File: src/sv/wnf_pkg.sv
// ============================================================================
// wnf_pkg - shared types and constants for the wildcard name filter
// Beat structs, operation/kind/filter codes, character constants, case fold.
// ============================================================================
`default_nettype none

package wnf_pkg;

    // operation codes
    localparam logic [1:0] OP_PATTERN = 2'd0;
    localparam logic [1:0] OP_NAME    = 2'd1;
    localparam logic [1:0] OP_CLEAR   = 2'd2;

    // type_filter codes
    localparam logic [1:0] FILT_ALL  = 2'd0;
    localparam logic [1:0] FILT_FILE = 2'd1;
    localparam logic [1:0] FILT_DIR  = 2'd2;

    // entry_kind codes
    localparam logic [1:0] KIND_FILE = 2'd0;
    localparam logic [1:0] KIND_DIR  = 2'd1;

    // dot prefix tracking
    localparam logic [1:0] DOT_EMPTY = 2'd0;
    localparam logic [1:0] DOT_ONE   = 2'd1;
    localparam logic [1:0] DOT_TWO   = 2'd2;
    localparam logic [1:0] DOT_OTHER = 2'd3;

    // register index (paddr bit 2)
    localparam logic REG_TYPE_FILTER = 1'b0;

    localparam logic [1:0] TYPE_FILTER_RESET = FILT_FILE;

    // characters
    localparam logic [7:0] CH_QMARK = 8'h3F;
    localparam logic [7:0] CH_STAR  = 8'h2A;
    localparam logic [7:0] CH_DOT   = 8'h2E;
    localparam logic [7:0] CH_LOW_A = 8'h61;
    localparam logic [7:0] CH_LOW_Z = 8'h7A;
    localparam logic [7:0] CASE_OFS = 8'h20;

    typedef struct packed {
        logic [1:0] operation;
        logic [7:0] char_value;
        logic       last;
        logic [1:0] entry_kind;
    } in_beat_t;

    typedef struct packed {
        logic name_matches;
        logic entry_accepted;
        logic pattern_overflow;
    } out_beat_t;

    // hand-off between neighboring cells
    typedef struct packed {
        logic fwd;   // previous cell consumed the byte, activates this one
        logic carry; // star closure from previous cell
    } link_t;

    function automatic logic [7:0] fold_case(input logic [7:0] c);
        if (c >= CH_LOW_A && c <= CH_LOW_Z)
            return c - CASE_OFS;
        return c;
    endfunction

endpackage

`default_nettype wire

File: src/sv/wnf_cell.sv
// ============================================================================
// wnf_cell - one pattern position
// Holds one pattern byte, steps its active bit per name byte, and ripples the
// star closure on to the next cell.
// ============================================================================
`default_nettype none

module wnf_cell import wnf_pkg::*; (
    input  wire logic       aclk,
    input  wire logic       we,
    input  wire logic [7:0] wdata,
    input  wire logic [7:0] sym,      // folded name byte
    input  wire logic       act,      // position active before this byte
    input  wire logic       used,     // position lies inside the pattern
    input  wire link_t      link_in,
    output link_t           link_out,
    output logic            fin       // position active after this byte
);

    logic [7:0] p_reg;
    logic       is_star;
    logic       hit;
    logic       live;

    always_ff @(posedge aclk) begin
        if (we) begin
            p_reg <= wdata;
        end
    end

    assign is_star = (p_reg == CH_STAR);
    assign hit     = (p_reg == CH_QMARK) || (fold_case(p_reg) == sym);
    assign live    = act & used;

    // star keeps itself active; neighbor hit or closure activates us
    assign fin            = link_in.fwd | link_in.carry | (live & is_star);
    assign link_out.fwd   = live & ~is_star & hit;
    assign link_out.carry = fin & used & is_star;

endmodule

`default_nettype wire

File: src/sv/wnf_out_buf.sv
// ============================================================================
// wnf_out_buf - result output register with skid stage
// Two-entry buffer so the input side keeps moving while a result waits.
// ============================================================================
`default_nettype none

module wnf_out_buf import wnf_pkg::*; (
    input  wire logic      aclk,
    input  wire logic      aresetn,
    input  wire logic      push,
    input  wire out_beat_t push_data,
    output logic           can_push,
    output logic           m_valid,
    input  wire logic      m_ready,
    output out_beat_t      m_data
);

    logic      out_v_reg;
    logic      skid_v_reg;
    out_beat_t out_d_reg;
    out_beat_t skid_d_reg;
    logic      pop;

    assign pop      = out_v_reg & m_ready;
    assign can_push = ~skid_v_reg;
    assign m_valid  = out_v_reg;
    assign m_data   = out_d_reg;

    always_ff @(posedge aclk) begin
        if (!aresetn) begin
            out_v_reg  <= 1'b0;
            skid_v_reg <= 1'b0;
        end else if (skid_v_reg) begin
            if (pop) begin
                out_d_reg  <= skid_d_reg;
                skid_v_reg <= 1'b0;
            end
        end else if (push) begin
            if (!out_v_reg || pop) begin
                out_d_reg <= push_data;
                out_v_reg <= 1'b1;
            end else begin
                skid_d_reg <= push_data;
                skid_v_reg <= 1'b1;
            end
        end else if (pop) begin
            out_v_reg <= 1'b0;
        end
    end

endmodule

`default_nettype wire

File: src/sv/wildcard_name_filter.sv
// ============================================================================
// wildcard_name_filter - case-insensitive glob match of directory entry names
// Pattern load, bit-parallel name matching, dot and entry-kind filtering.
// ============================================================================
// Takes one beat per cycle while s_ready is high, pattern bytes and name
// bytes alike: each name byte updates the set of active pattern positions
// through a row of PATTERN_DEPTH cells, one per pattern byte, with the
// star closure rippling from cell to cell like a carry chain. The result
// for a name is registered in the output buffer when its last byte is
// taken; a two-entry output buffer lets input beats keep flowing while
// a result waits, and s_ready drops only when both entries are full. '?'
// matches one byte, '*' zero or more, a-z fold to upper case. A pattern beat
// after a pattern's last byte (or after a clear) starts a new pattern; bytes
// beyond PATTERN_DEPTH are dropped and reported as pattern_overflow. Pattern
// and clear beats abandon a name in progress. entry_accepted also needs the
// name not to be "." or ".." and its kind to pass type_filter (APB address
// 0: 0 all, 1 regular files, 2 directories, 3 none; reset 1). No clearing
// pass is needed after reset.
// ============================================================================
`default_nettype none

module wildcard_name_filter import wnf_pkg::*; #(
    parameter int PATTERN_DEPTH = 32
) (
    input  wire logic        aclk,
    input  wire logic        aresetn,
    // pattern / name beats
    input  wire logic        s_valid,
    output logic             s_ready,
    input  wire in_beat_t    s_data,
    // results
    output logic             m_valid,
    input  wire logic        m_ready,
    output out_beat_t        m_data,
    // configuration
    input  wire logic        psel,
    input  wire logic        penable,
    input  wire logic        pwrite,
    input  wire logic [2:0]  paddr,
    input  wire logic [31:0] pwdata,
    output logic [31:0]      prdata,
    output logic             pready
);

    localparam int D  = PATTERN_DEPTH;
    localparam int LW = $clog2(D + 1);

    // ---------------------------------------------------------------- state
    logic [1:0]    filter_reg;
    logic [LW-1:0] len_reg,     len_next;
    logic [D:0]    act_reg,     act_next;   // active set while in a name
    logic [D:0]    start_reg,   start_next; // closure of the start position
    logic          started_reg, started_next;
    logic          restart_reg, restart_next;
    logic [1:0]    dot_reg,     dot_next;
    logic          ovf_reg,     ovf_next;

    // ---------------------------------------------------------------- config
    assign pready = 1'b1;

    always_ff @(posedge aclk) begin
        if (!aresetn) begin
            filter_reg <= TYPE_FILTER_RESET;
        end else if (psel && penable && pwrite && paddr[2] == REG_TYPE_FILTER) begin
            filter_reg <= pwdata[1:0];
        end
    end

    always_comb begin
        prdata = '0;
        if (paddr[2] == REG_TYPE_FILTER)
            prdata = {30'd0, filter_reg};
    end

    // ---------------------------------------------------------------- input
    logic       acc;
    logic       can_push;
    logic       push;
    out_beat_t  res;

    assign s_ready = can_push;
    assign acc     = s_valid & s_ready;

    // pattern write point: a restart empties the pattern first
    logic [LW-1:0] eff_len;
    logic [D:0]    eff_start;
    logic          room;
    logic          pat_wr;

    assign eff_len   = restart_reg ? '0 : len_reg;
    assign eff_start = restart_reg ? (D+1)'(1) : start_reg;
    assign room      = eff_len < LW'(D);
    assign pat_wr    = acc && (s_data.operation == OP_PATTERN) && room;

    // ---------------------------------------------------------------- cells
    logic [7:0] sym;
    logic [D:0] cur;
    logic [D:0] fin;
    logic [D:0] used;
    link_t      link [0:D];

    assign sym     = fold_case(s_data.char_value);
    assign cur     = started_reg ? act_reg : start_reg;
    assign link[0] = '0;

    for (genvar i = 0; i < D; i++) begin : g_cell
        assign used[i] = LW'(i) < len_reg;

        wnf_cell u_cell (
            .aclk    (aclk),
            .we      (pat_wr && eff_len == LW'(i)),
            .wdata   (s_data.char_value),
            .sym     (sym),
            .act     (cur[i]),
            .used    (used[i]),
            .link_in (link[i]),
            .link_out(link[i+1]),
            .fin     (fin[i])
        );
    end

    // end cell: reached when a pattern of the full PATTERN_DEPTH is consumed
    assign used[D] = 1'b0;
    assign fin[D]  = link[D].fwd | link[D].carry;

    // ---------------------------------------------------------------- name side
    logic [1:0] dot_cur;
    logic [1:0] dot_upd;
    logic       kind_ok;
    logic       is_dots;

    assign dot_cur = started_reg ? dot_reg : DOT_EMPTY;

    always_comb begin
        if (dot_cur == DOT_EMPTY && s_data.char_value == CH_DOT)
            dot_upd = DOT_ONE;
        else if (dot_cur == DOT_ONE && s_data.char_value == CH_DOT)
            dot_upd = DOT_TWO;
        else
            dot_upd = DOT_OTHER;
    end

    assign is_dots = (dot_upd == DOT_ONE) || (dot_upd == DOT_TWO);

    always_comb begin
        case (filter_reg)
            FILT_ALL:  kind_ok = 1'b1;
            FILT_FILE: kind_ok = (s_data.entry_kind == KIND_FILE);
            FILT_DIR:  kind_ok = (s_data.entry_kind == KIND_DIR);
            default:   kind_ok = 1'b0;
        endcase
    end

    assign res.name_matches     = fin[len_reg];
    assign res.entry_accepted   = fin[len_reg] & ~is_dots & kind_ok;
    assign res.pattern_overflow = ovf_reg;

    assign push = acc && (s_data.operation == OP_NAME) && s_data.last;

    // ---------------------------------------------------------------- next state
    always_comb begin
        len_next     = len_reg;
        act_next     = act_reg;
        start_next   = start_reg;
        started_next = started_reg;
        restart_next = restart_reg;
        dot_next     = dot_reg;
        ovf_next     = ovf_reg;
        if (acc) begin
            unique case (s_data.operation)
                OP_PATTERN: begin
                    started_next = 1'b0;
                    restart_next = s_data.last;
                    ovf_next     = restart_reg ? 1'b0 : ovf_reg;
                    start_next   = eff_start;
                    len_next     = eff_len;
                    if (room) begin
                        len_next = eff_len + LW'(1);
                        // star appended right after the closure front extends it
                        for (int j = 1; j <= D; j++) begin
                            if (LW'(j) == eff_len + LW'(1) && eff_start[eff_len]
                                && s_data.char_value == CH_STAR)
                                start_next[j] = 1'b1;
                        end
                    end else begin
                        ovf_next = 1'b1;
                    end
                end
                OP_CLEAR: begin
                    started_next = 1'b0;
                    restart_next = 1'b1;
                    len_next     = '0;
                    ovf_next     = 1'b0;
                    start_next   = (D+1)'(1);
                end
                OP_NAME: begin
                    act_next     = fin;
                    dot_next     = dot_upd;
                    started_next = ~s_data.last;
                end
                default: begin
                end
            endcase
        end
    end

    always_ff @(posedge aclk) begin
        if (!aresetn) begin
            len_reg     <= '0;
            act_reg     <= (D+1)'(1);
            start_reg   <= (D+1)'(1);
            started_reg <= 1'b0;
            restart_reg <= 1'b1;
            dot_reg     <= DOT_EMPTY;
            ovf_reg     <= 1'b0;
        end else begin
            len_reg     <= len_next;
            act_reg     <= act_next;
            start_reg   <= start_next;
            started_reg <= started_next;
            restart_reg <= restart_next;
            dot_reg     <= dot_next;
            ovf_reg     <= ovf_next;
        end
    end

    // ---------------------------------------------------------------- output
    wnf_out_buf u_out (
        .aclk     (aclk),
        .aresetn  (aresetn),
        .push     (push),
        .push_data(res),
        .can_push (can_push),
        .m_valid  (m_valid),
        .m_ready  (m_ready),
        .m_data   (m_data)
    );

    // ---------------------------------------------------------------- checks
    a_start_pos: assert property (@(posedge aclk) disable iff (!aresetn)
        start_reg[0])
        else $error("start position dropped from start closure");

    a_len_range: assert property (@(posedge aclk) disable iff (!aresetn)
        len_reg <= LW'(D))
        else $error("pattern length beyond capacity");

    a_ovf_full: assert property (@(posedge aclk) disable iff (!aresetn)
        ovf_reg |-> len_reg == LW'(D))
        else $error("overflow flagged on a pattern that is not full");

    a_beyond_end: assert property (@(posedge aclk) disable iff (!aresetn)
        (start_reg >> len_reg) <= (D+1)'(1))
        else $error("start closure reaches past the pattern end");

endmodule

`default_nettype wire

File: config.mk
export PLATFORM = sky130hd
export DESIGN_NAME = wildcard_name_filter
export DESIGN_NICKNAME = d
export VERILOG_FILES = /design/src/sv/wnf_pkg.sv /design/src/sv/wnf_cell.sv /design/src/sv/wnf_out_buf.sv /design/src/sv/wildcard_name_filter.sv
export SDC_FILE = /design/constraint.sdc
export NUM_CORES = 1
export LEC_CHECK = 0
export BUFFER_PORTS_ARGS = -buffer_cell sky130_fd_sc_hd__buf_4
export CORE_ASPECT_RATIO = 1.5
export CORE_MARGIN = 2
export CORE_UTILIZATION = 55
export CTS_BUF_LIST = sky130_fd_sc_hd__clkbuf_16
export DETAILED_ROUTE_END_ITERATION = 12
export GPL_TIMING_DRIVEN = 0
export PLACE_DENSITY = 0.8
export SLEW_MARGIN = 20
export SYNTH_ARGS = -nofsm -noshare
export SYNTH_HDL_FRONTEND = slang
export SYNTH_SLANG_ARGS = --single-unit
export TNS_END_PERCENT = 100
File: constraint.sdc
create_clock -name aclk -period 8.65 [get_ports aclk]
set_input_delay 1.73 -clock aclk [delete_from_list [all_inputs] [get_ports aclk]]
set_output_delay 1.73 -clock aclk [all_outputs]
set_load 0.01 [all_outputs]
==> results of run 1 <==
## placed cells by master, fill, tap and decap left out, types with 15 or more instances in the layout
cell type  synthesis  routed
nor2b_1           35      35
nand2b_1          26      26
or2_2             20      20
nand2_1          218     218
edfxtp_1         262     262
nand3_1           80      80
xnor2_1          149     149
or4_1             15      15
nor2_1           159     159
clkbuf_1          43      43
clkbuf_16          0      37
xor2_1           103     103
mux2_2            15      15
o31ai_1           31      31
buf_2             23      23
buf_4             37      64
nand4_1           37      37
a21oi_1          101     101
a22oi_1           18      18
inv_1            100     103
nor4_1            43      43
o21ai_0          103     103
or3_1             28      28
and3_1            21      21
and2_1            38      38
conb_1             2      31
mux2i_1           29      29
a31oi_1           22      22
ha_1              39      39
dfxtp_1           79      79
nor3_1            72      71
## final timing paths
| kind | slack (ps) | cells past startpoint | start | to |
|---|---|---|---|---|
| worst max-delay path | 1090 | 19 | s_data[8] | u_out.m_data[2]$_DFFE_PP_ |
| worst min-delay path | 470 | 2 | act_reg[22]$_SDFFE_PN0P_ | act_reg[22]$_SDFFE_PN0P_ |
| worst max register to register | 3000 | 16 | started_reg$_SDFFE_PN0P_ | u_out.m_data[2]$_DFFE_PP_ |
| worst min register to register | 470 | 2 | act_reg[22]$_SDFFE_PN0P_ | act_reg[22]$_SDFFE_PN0P_ |
## power by group
group | internal [W] | switching, W
registers | 0.00177 | 0.00000644
clock network | 0.000896 | 0.000655
logic | 0.0000864 | 0.000182
## cell families (layout without fill, tap and decap cells)
logic type | count (synthesis) | count (layout) | share of synthesized area, %
buffers and inverters | 213 | 302 | 4.604
multiplexers | 51 | 51 | 2.914
adder cells (fa/ha/maj) | 39 | 39 | 2.305
AND/OR/NAND/NOR | 841 | 841 | 20.01
XOR/XNOR | 252 | 252 | 10.43
AO/OA/AOI/OAI | 466 | 466 | 15.08
other | 2 | 32 | 0.03547
flip-flops | 341 | 341 | 44.63
## area by class of cell
type,count,area (sq um)
clock buffer,37,925.9
clock inverter,25,227.7
tap,495,619.3
sequential,341,9449
multi-input combinational,1680,10860
antenna,1,2.502
buffer,112,595.6
inverter,101,379.1
fill,3141,14940
timing repair buffer,27,202.7
## per-stage QoR
step           instances  total power, W  utilization [%]
4_1_cts             2818        0.003594            60.87
3_3_place_gp        2756        0.002068            57.85
6_report            2819        0.003595            60.89
2_1_floorplan       2234        0.001968                -
3_5_place_dp        2756        0.002073            57.85
5_1_grt             2818        0.003674            60.88
## critical path, stage by stage
cell       delay [ps]
buf_4             480
buf_2             370
inv_1              70
ha_1              280
nand2_1            80
o31ai_4           600
buf_4             380
buf_4             320
buf_2             490
xor2_1            130
a221oi_1          720
o21ai_0           260
o31ai_1           120
a41oi_1           130
a211oi_1          510
a221oi_1          180
o211ai_1          310
o2111ai_2         280
mux2_2            340
## per-layer routing
metal / routed length (um) / GRT usage [%]
met3: 4583 / 4.681
met5: 0 / 0
met1: 23350 / 36.41
met4: 6511 / 28.07
met2: 34040 / 59.51
==> out/metrics.yaml, run 1 <==
netlist_top_cells_count: "262 x edfxtp_1, 218 x nand2_1, 159 x nor2_1"
critPathKind: "in2reg"
clock.fmax_mhz: 132.2
yosysTopAreaCellShare_pct: 37.16
drt_iter0_drc: 1591
seq_area_frac_synth_pct: 44.63
ys.flop_type: "edfxtp_1"
area_growth_syn_to_layout_pct: 9.882
cts_resized: 0
grt_pass1_vias: 18100
finalInstanceArea_sq_mm: 0.02326
whs_ps: 471.2
cp.arrival_ps: 7840
ys_types: 95
first_pass_iters: 6
cp-start-kind: "input port"
fin_nets: 2392
period_share_pct: 87.45
cts_tree: "built"
h-tree-depth: 2
core_sq_mm: 0.03821
die_h_um: 244.3
yosysMostFrequentCell: "edfxtp_1"
worst_setup_path_end_kind: "register"
cts_setup_buffers: 0
yosysTopAreaCell: "edfxtp_1"
rsz0062_at_grt: "no"
setup_viol: 0
place_congestion: 1.013
port_buffers: 27
netlist_area_sq_mm: 0.02117
cts_max_path_buffers: 3
start_util_pct: 55.41
cp_data_required_time_ps: 8930
min-delay-path-class: "reg2reg"
rows: 88
finalHoldViolCount: 0
synth.avg_cell_area_sq_um: 9.601
numCtsBuffers: 35
antenna_found_initial: 0
yosys_warnings: 0
power.leakage_nw: 8.009
totalWireLength_um: 68480
period_needed_ps: 7564
peakVddDrop_mv: 0.2328
vias_per_cell: 6.447
die_w_um: 164.2
wl_per_cell_um: 24.29
num_vias: 18170
largest_reg_flops: 256
clockRootBuffer: "clkbuf_16"
fin_tns_setup_ps: 0
dp_hpwl_um: 49480
grt_pass1_wl_um: 102600
pwr_density_cell_mw_per_mm2: 154.5
tightest_slew_ps: 1149
maxCapViolCount: 0
synthTopCellsByArea: "edfxtp_1 37%, dfxtp_1 7.5%, xnor2_1 6.2%"
route.detailed.drc: 0
place_ws_ps: 677.9
setup_ws_ps: 1086
grt_max_degree: 38
hold_buffers: 0
synthArstFlopShare_pct: 0
synth-edff-count: 262
maxSlewViolCount: 0
skew_ps: 23.25
outcome: "finished, final reports clean"
grt_overflow: 0
placed_cell_area_sq_mm: 0.02210
cp_max_fo: 33
slew_headroom_pct: 22.31
netlist_instances: 2205
drive_gt1_share_pct: 8.954
clk_latency_ps: 540
boundaryPins: 93
clk_pin_slew_ps: 70
grt_usage_pct: 34.22
die_area_sq_mm: 0.04011
cts_num_sinks: 341
synth-seq-cells: 341
ant_nets: 0
Note: power is estimated with default switching activity, not from simulation.
==> inputs of run 2 (changes only) <==
--- a/config.mk
+++ b/config.mk
@@ -11,6 +11,7 @@
 export CORE_UTILIZATION = 55
 export CTS_BUF_LIST = sky130_fd_sc_hd__clkbuf_16
 export DETAILED_ROUTE_END_ITERATION = 12
+export GPL_ROUTABILITY_DRIVEN = 0
 export GPL_TIMING_DRIVEN = 0
 export PLACE_DENSITY = 0.8
 export SLEW_MARGIN = 20
==> constraint.sdc (replaced) <==
create_clock -name aclk -period 7.8 [get_ports aclk]
set_input_delay 1.56 -clock aclk [delete_from_list [all_inputs] [get_ports aclk]]
set_output_delay 1.56 -clock aclk [all_outputs]
set_load 0.01 [all_outputs]
==> out/metrics.yaml, run 2 (synthesis results as in run 1) <==
cp_max_fo: 33  # unchanged
dp_hpwl_um: 47070  # was 49480 um
finalCoreUtilization_pct: 60.36  # was 60.89%
worst_setup_path_end_kind: "register"  # unchanged
cp.arrival_ps: 7740  # was 7840 ps
num_vias: 18580  # was 18170
die_area_sq_mm: 0.04011  # unchanged
cts_max_path_buffers: 3  # unchanged
maxCapViolCount: 0  # unchanged
period_needed_ps: 7395
die_w_um: 164.2  # unchanged
finalHoldViolCount: 0  # unchanged
grt_overflow: 0  # unchanged
h-tree-depth: 1  # was 2
timing.rr.end: "u_out.m_data[2]$_DFFE_PP_"  # unchanged
antenna_found_initial: 0  # unchanged
drive_gt1_share_pct: 8.546  # was 8.954%
area_growth_syn_to_layout_pct: 8.924  # was 9.882%
numCtsBuffers: 31  # was 35
wl_met3_um: 6490  # was 4583 um
grt_max_degree: 38  # unchanged
place_ws_ps: 118.2  # was 677.9 ps
cts_num_sinks: 341  # unchanged
boundaryPins: 93  # unchanged
final_common_cell: "edfxtp_1"  # unchanged
holdPathStages: 2  # unchanged
cts_resized: 0  # unchanged
outcome: "finished, final reports clean"  # unchanged
rows: 88  # unchanged
slew_headroom_pct: 27.39  # was 22.31%
grt_usage_pct: 32.89  # was 34.22%
met1Wirelength_um: 21490  # was 23350 um
hold_buffers: 0  # unchanged
setup_viol: 0  # unchanged
clock.fmax_mhz: 135.2
port_buffers: 27  # unchanged
first_pass_iters: 6  # unchanged
cts_setup_buffers: 0  # unchanged
clockRootBuffer: "clkbuf_16"  # unchanged
grt_pass1_vias: 18300  # was 18100
grt_pass1_wl_um: 100200  # was 102600 um
wl_per_cell_um: 23.76  # was 24.29 um
clk_pin_slew_ps: 70  # about the same
die_h_um: 244.3  # unchanged
core_sq_mm: 0.03821  # unchanged
min-delay-path-class: "reg2reg"  # unchanged
pwr_density_cell_mw_per_mm2: 162.6  # was 154.5 mW/mm^2
dr_wl_met2_um: 32150  # was 34040 um
fin_nets: 2388  # was 2392
tightest_slew_ps: 1074  # was 1149 ps
drt_iter0_drc: 1831  # was 1591
ant_nets: 0  # unchanged
r2r_cells: 15  # was 16
antenna_cells: 0  # was 1
fillers: 3107  # was 3141
whs_ps: 469.4  # was 471.2 ps
rsz0062_at_grt: "no"  # unchanged
largest_reg_flops: 256  # unchanged
peakVddDrop_mv: 0.1798  # was 0.2328 mV
maxSlewViolCount: 0  # unchanged
period_share_pct: 94.81
r2r-start: "started_reg$_SDFFE_PN0P_"  # unchanged
highest_layer: "met4"  # unchanged
setup_ws_ps: 405.0  # was 1086 ps
totalWireLength_um: 66810  # was 68480 um
skew_ps: 15.75  # was 23.25 ps
vias_per_cell: 6.606  # was 6.447
clk_latency_ps: 600  # was 540 ps
start_util_pct: 55.41  # unchanged
fin_tns_setup_ps: 0  # unchanged
reg2reg_slack_ps: 2040  # was 3000 ps
cp_data_required_time_ps: 8140  # was 8930 ps
route.detailed.drc: 0  # unchanged
hold_end: "act_reg[18]$_SDFFE_PN0P_"  # was act_reg[22]$_SDFFE_PN0P_
mostFrequentLayoutCells: "262 x edfxtp_1, 218 x nand2_1, 159 x nor2_1"  # unchanged
cts_tree: "built"  # unchanged
critPathKind: "in2reg"  # unchanged
cp-start-kind: "input port"  # unchanged
power.leakage_nw: 7.932  # was 8.009 nW
hold_path_startpoint: "act_reg[18]$_SDFFE_PN0P_"  # was act_reg[22]$_SDFFE_PN0P_
run 2: worst max-delay path by stage:
stage | slack [ps] | endpoint | start
finish | 400 | u_out.m_data[2]$_DFFE_PP_ | s_data[8]
CTS | 710 | u_out.m_data[2]$_DFFE_PP_ | s_data[8]
detailed placement | 120 | u_out.m_data[2]$_DFFE_PP_ | s_data[8]
floorplan | 2150 | u_out.m_data[2]$_DFFE_PP_ | s_data[8]
global route | 260 | u_out.m_data[2]$_DFFE_PP_ | s_data[8]
global placement | 170 | u_out.m_data[2]$_DFFE_PP_ | s_data[8]
run 2: power breakdown:
part / internal [W] / leakage [nW] / switching (W)
clock: 0.000802 / 0.503 / 0.000679
combinational: 0.0000958 / 4.43 / 0.000203
sequential: 0.00196 / 3.00 / 0.00000725
total: 0.00286 / 7.93 / 0.000889
run 2: routing by layer:
layer / up-vias / GRT usage, %
li1: 8189 / -
met1: 8726 / 34.73
met2: 1204 / 56.05
met3: 457 / 6.123
met4: 0 / 27.48
met5: - / 0
run 2: through the flow:
step	instance area (sq um)	std cells	power, W
finish	23060	2812	0.003748
global route	23060	2812	0.003834
CTS	23060	2812	0.003737
detailed placement	22100	2756	0.002296
global placement	22100	2756	0.002288
floorplan	21280	2234	0.002183
run 2: worst max-delay path, stage by stage:
cell       delay [ps]
buf_4             480
buf_2             360
inv_1              80
ha_1              280
nand2_1            80
o31ai_4           590
buf_4             370
buf_4             330
buf_2             450
xor2_1            190
nor4_1             90
o21ai_0           180
a21oi_1           100
a31oi_1           260
o21ai_0           140
a311oi_1          770
o221ai_1          240
and4b_1           320
o31a_1            230
o2111ai_2         240
mux2_2            350
run 2: layout make-up:
type / count / area [sq um] / area share, %
Clock buffer: 32 / 800.8 / 3.473
Timing Repair Buffer: 27 / 202.7 / 0.8790
Tap cell: 495 / 619.3 / 2.686
Clock inverter: 24 / 156.4 / 0.6782
Buffer: 112 / 596.8 / 2.588
Inverter: 101 / 379.1 / 1.644
Multi-Input combinational cell: 1680 / 10860 / 47.08
Sequential cell: 341 / 9449 / 40.98
==> inputs of run 3 (changes only) <==
--- a/config.mk
+++ b/config.mk
@@ -5,6 +5,7 @@
 export SDC_FILE = /design/constraint.sdc
 export NUM_CORES = 1
 export LEC_CHECK = 0
+export ABC_AREA = 1
 export BUFFER_PORTS_ARGS = -buffer_cell sky130_fd_sc_hd__buf_4
 export CORE_ASPECT_RATIO = 1.5
 export CORE_MARGIN = 2
==> out/metrics.yaml, run 3 <==
vias_per_cell: 6.249  # was 6.606
grt_usage_pct: 32.35  # was 32.89%
die_h_um: 244.4  # was 244.3 um
holdPathStages: 2  # unchanged
fin_tns_setup_ps: 0  # unchanged
r2r_cells: 74  # was 15
maxCapViolCount: 0  # unchanged
totalWireLength_um: 67920  # was 66810 um
clk_pin_slew_ps: 60  # was 70 ps
clock.fmax_mhz: 138.2  # was 135.2 MHz
h-tree-depth: 2  # was 1
skew_ps: 23.01  # was 15.75 ps
synth.avg_cell_area_sq_um: 8.028  # was 9.601 sq um
final_cells: 3274  # was 2812
timing.rr.end: "u_out.m_data[1]$_DFFE_PP_"  # was u_out.m_data[2]$_DFFE_PP_
ys_types: 67  # was 95
slew_headroom_pct: 23.75  # was 27.39%
yosysTopAreaCell: "edfxtp_1"  # unchanged
synthArstFlopShare_pct: 0  # unchanged
tightest_slew_ps: 1140  # was 1074 ps
ys.flop_type: "edfxtp_1"  # unchanged
hold_end: "start_reg[7]$_SDFFE_PN0P_"  # was act_reg[18]$_SDFFE_PN0P_
rows: 88  # unchanged
grt_max_degree: 38  # unchanged
dp_hpwl_um: 46310  # was 47070 um
core_sq_mm: 0.03821  # unchanged
grt_pass1_vias: 19610  # was 18300
critPathKind: "in2reg"  # unchanged
synth-seq-cells: 342  # was 341
die_w_um: 164.3  # was 164.2 um
clk_latency_ps: 540  # was 600 ps
route.detailed.drc: 0  # unchanged
drive_gt1_share_pct: 8.888  # was 8.546%
final_common_cell: "nand2_1"  # was edfxtp_1
port_buffers: 28  # was 27
wl_per_cell_um: 20.74  # was 23.76 um
num_vias: 20460  # was 18580
slowest_delay_ps: 320  # was 770 ps
pwr_density_cell_mw_per_mm2: 162.3  # was 162.6 mW/mm^2
crit_top_cell: "nand2_2"  # was buf_4
antenna_found_initial: 0  # unchanged
netlist_top_cells_count: "469 x nand2_1, 339 x nor2_1, 311 x inv_1"  # was 262 x edfxtp_1, 218 x nand2_1, 159 x nor2_1
antenna_cells: 0  # unchanged
ant_nets: 0  # unchanged
mostFrequentLayoutCells: "465 x nand2_1, 337 x nor2_1, 319 x inv_1"  # was 262 x edfxtp_1, 218 x nand2_1, 159 x nor2_1
grt_overflow: 0  # unchanged
period_share_pct: 92.79  # was 94.81%
period_needed_ps: 7238  # was 7395 ps
finalHoldViolCount: 0  # unchanged
cp.arrival_ps: 7520  # was 7740 ps
cp-start-kind: "input port"  # unchanged
cts_tree: "built"  # unchanged
start_util_pct: 55.47  # was 55.41%
worst_setup_path_end_kind: "register"  # unchanged
die_area_sq_mm: 0.04015  # was 0.04011 sq mm
yosysTopAreaCellShare_pct: 37.12  # was 37.16%
seq_area_frac_synth_pct: 44.68  # was 44.63%
reg2reg_slack_ps: 750  # was 2040 ps
hold_buffers: 0  # unchanged
outcome: "finished, final reports clean"  # unchanged
boundaryPins: 93  # unchanged
yosys_warnings: 0  # unchanged
netlist_instances: 2640  # was 2205
area_growth_syn_to_layout_pct: 12.14  # was 8.924%
numCtsBuffers: 34  # was 31
yosysMostFrequentCell: "nand2_1"  # was edfxtp_1
first_pass_iters: 8  # was 6
setup_viol: 0  # unchanged
fin_nets: 2848  # was 2388
placed_cells: 3192  # was 2756
drt_iter0_drc: 2628  # was 1831
netlist_area_sq_mm: 0.02119  # was 0.02117 sq mm
cts_num_sinks: 342  # was 341
power.leakage_nw: 9.161  # was 7.932 nW
hold_path_startpoint: "start_reg[7]$_SDFFE_PN0P_"  # was act_reg[18]$_SDFFE_PN0P_
largest_reg_flops: 256  # unchanged
r2r-start: "len_reg[1]$_SDFFE_PN0P_"  # was started_reg$_SDFFE_PN0P_
cp_max_fo: 39  # was 33
maxSlewViolCount: 0  # unchanged
peakVddDrop_mv: 0.1119  # was 0.1798 mV
clockRootBuffer: "clkbuf_16"  # unchanged
synth-edff-count: 262  # unchanged
min-delay-path-class: "reg2reg"  # unchanged
grt_pass1_wl_um: 100600  # was 100200 um
synthTopCellsByArea: "edfxtp_1 37%, nand2_1 8.3%, dfxtp_1 7.6%"  # was edfxtp_1 37%, dfxtp_1 7.5%, xnor2_1 6.2%
cts_max_path_buffers: 3  # unchanged
crit_path_top_delay_cell: "clkbuf_2"  # was a311oi_1
cp_data_required_time_ps: 8080  # was 8140 ps
[run 3: routing by layer]
metal	global-route usage (%)	share of wire (%)
met4	23.09	7.5
met1	36.72	35
met2	54.34	48
met3	5.801	10
met5	0	0
[run 3: how the worst max path moves through the flow]
stage          slack [ps]                         to      start  depth (start not counted)
2_1_floorplan        1110  u_out.m_data[1]$_DFFE_PP_  s_data[3]                         75
3_3_place_gp         -550  u_out.m_data[1]$_DFFE_PP_  s_data[4]                         70
3_5_place_dp         -670  u_out.m_data[1]$_DFFE_PP_  s_data[4]                         70
4_1_cts                20  u_out.m_data[1]$_DFFE_PP_  s_data[4]                         75
5_1_grt               -40  u_out.m_data[1]$_DFFE_PP_  s_data[3]                         71
6_report              560  u_out.m_data[1]$_DFFE_PP_  s_data[5]                         71
[run 3: layout make-up]
type                            instances  area, sq um
Multi-Input combinational cell       1881        10100
Fill cell                            3086        14440
Buffer                                113        606.8
Tap cell                              495        619.3
Sequential cell                       342         9469
Timing Repair Buffer                   52        648.1
Clock buffer                           37        925.9
Inverter                              330         1275
Clock inverter                         24        121.4
[run 3: worst max-delay path, delay by kind of cell]
kind,cells,cell delay (ps)
buffers and inverters,5,780
AO/OA/AOI/OAI,4,690
AND/OR/NAND/NOR,62,4410
[run 3: report_power, final]
group	leakage, nW	switching [W]	internal (W)
Clock	0.550	0.000702	0.000859
Combinational	5.61	0.000218	0.000105
Sequential	3.00	0.00000591	0.00197
[run 3: what timing repair did]
| action | 4_1_cts | 5_1_grt |
|---|---|---|
| gates resized for setup | 2 | 85 |
| pin swaps | 0 | 15 |
| endpoints found under the setup margin | 4 | 6 |
| setup buffers | 0 | 18 |
| cloned | 0 | 6 |
[run 3: cell families after synthesis]
logic type / Yosys count / synth area share, %
flops: 342 / 44.68
compound gates: 536 / 15.99
buf+inv: 446 / 8.614
simple gates: 1174 / 24.20
other cells: 2 / 0.03544
xor+xnor: 101 / 4.174
fa+ha+maj: 39 / 2.303
[run 3: per-stage QoR]
stage / setup slack, ps / total power [W] / area (sq um) / utilization, % / hold slack, ps
4_1_cts: 17.06 / 0.003814 / 23180 / 60.68 / 467.1
2_1_floorplan: 1112 / 0.002176 / 21300 / - / 427.0
3_5_place_dp: -668.7 / 0.002290 / 22130 / 57.93 / 457.0
6_report: 562.1 / 0.003858 / 23770 / 62.21 / 467.4
3_3_place_gp: -554.7 / 0.002282 / 22130 / 57.93 / 452.1
5_1_grt: -39.39 / 0.003947 / 23770 / 62.21 / 496.8
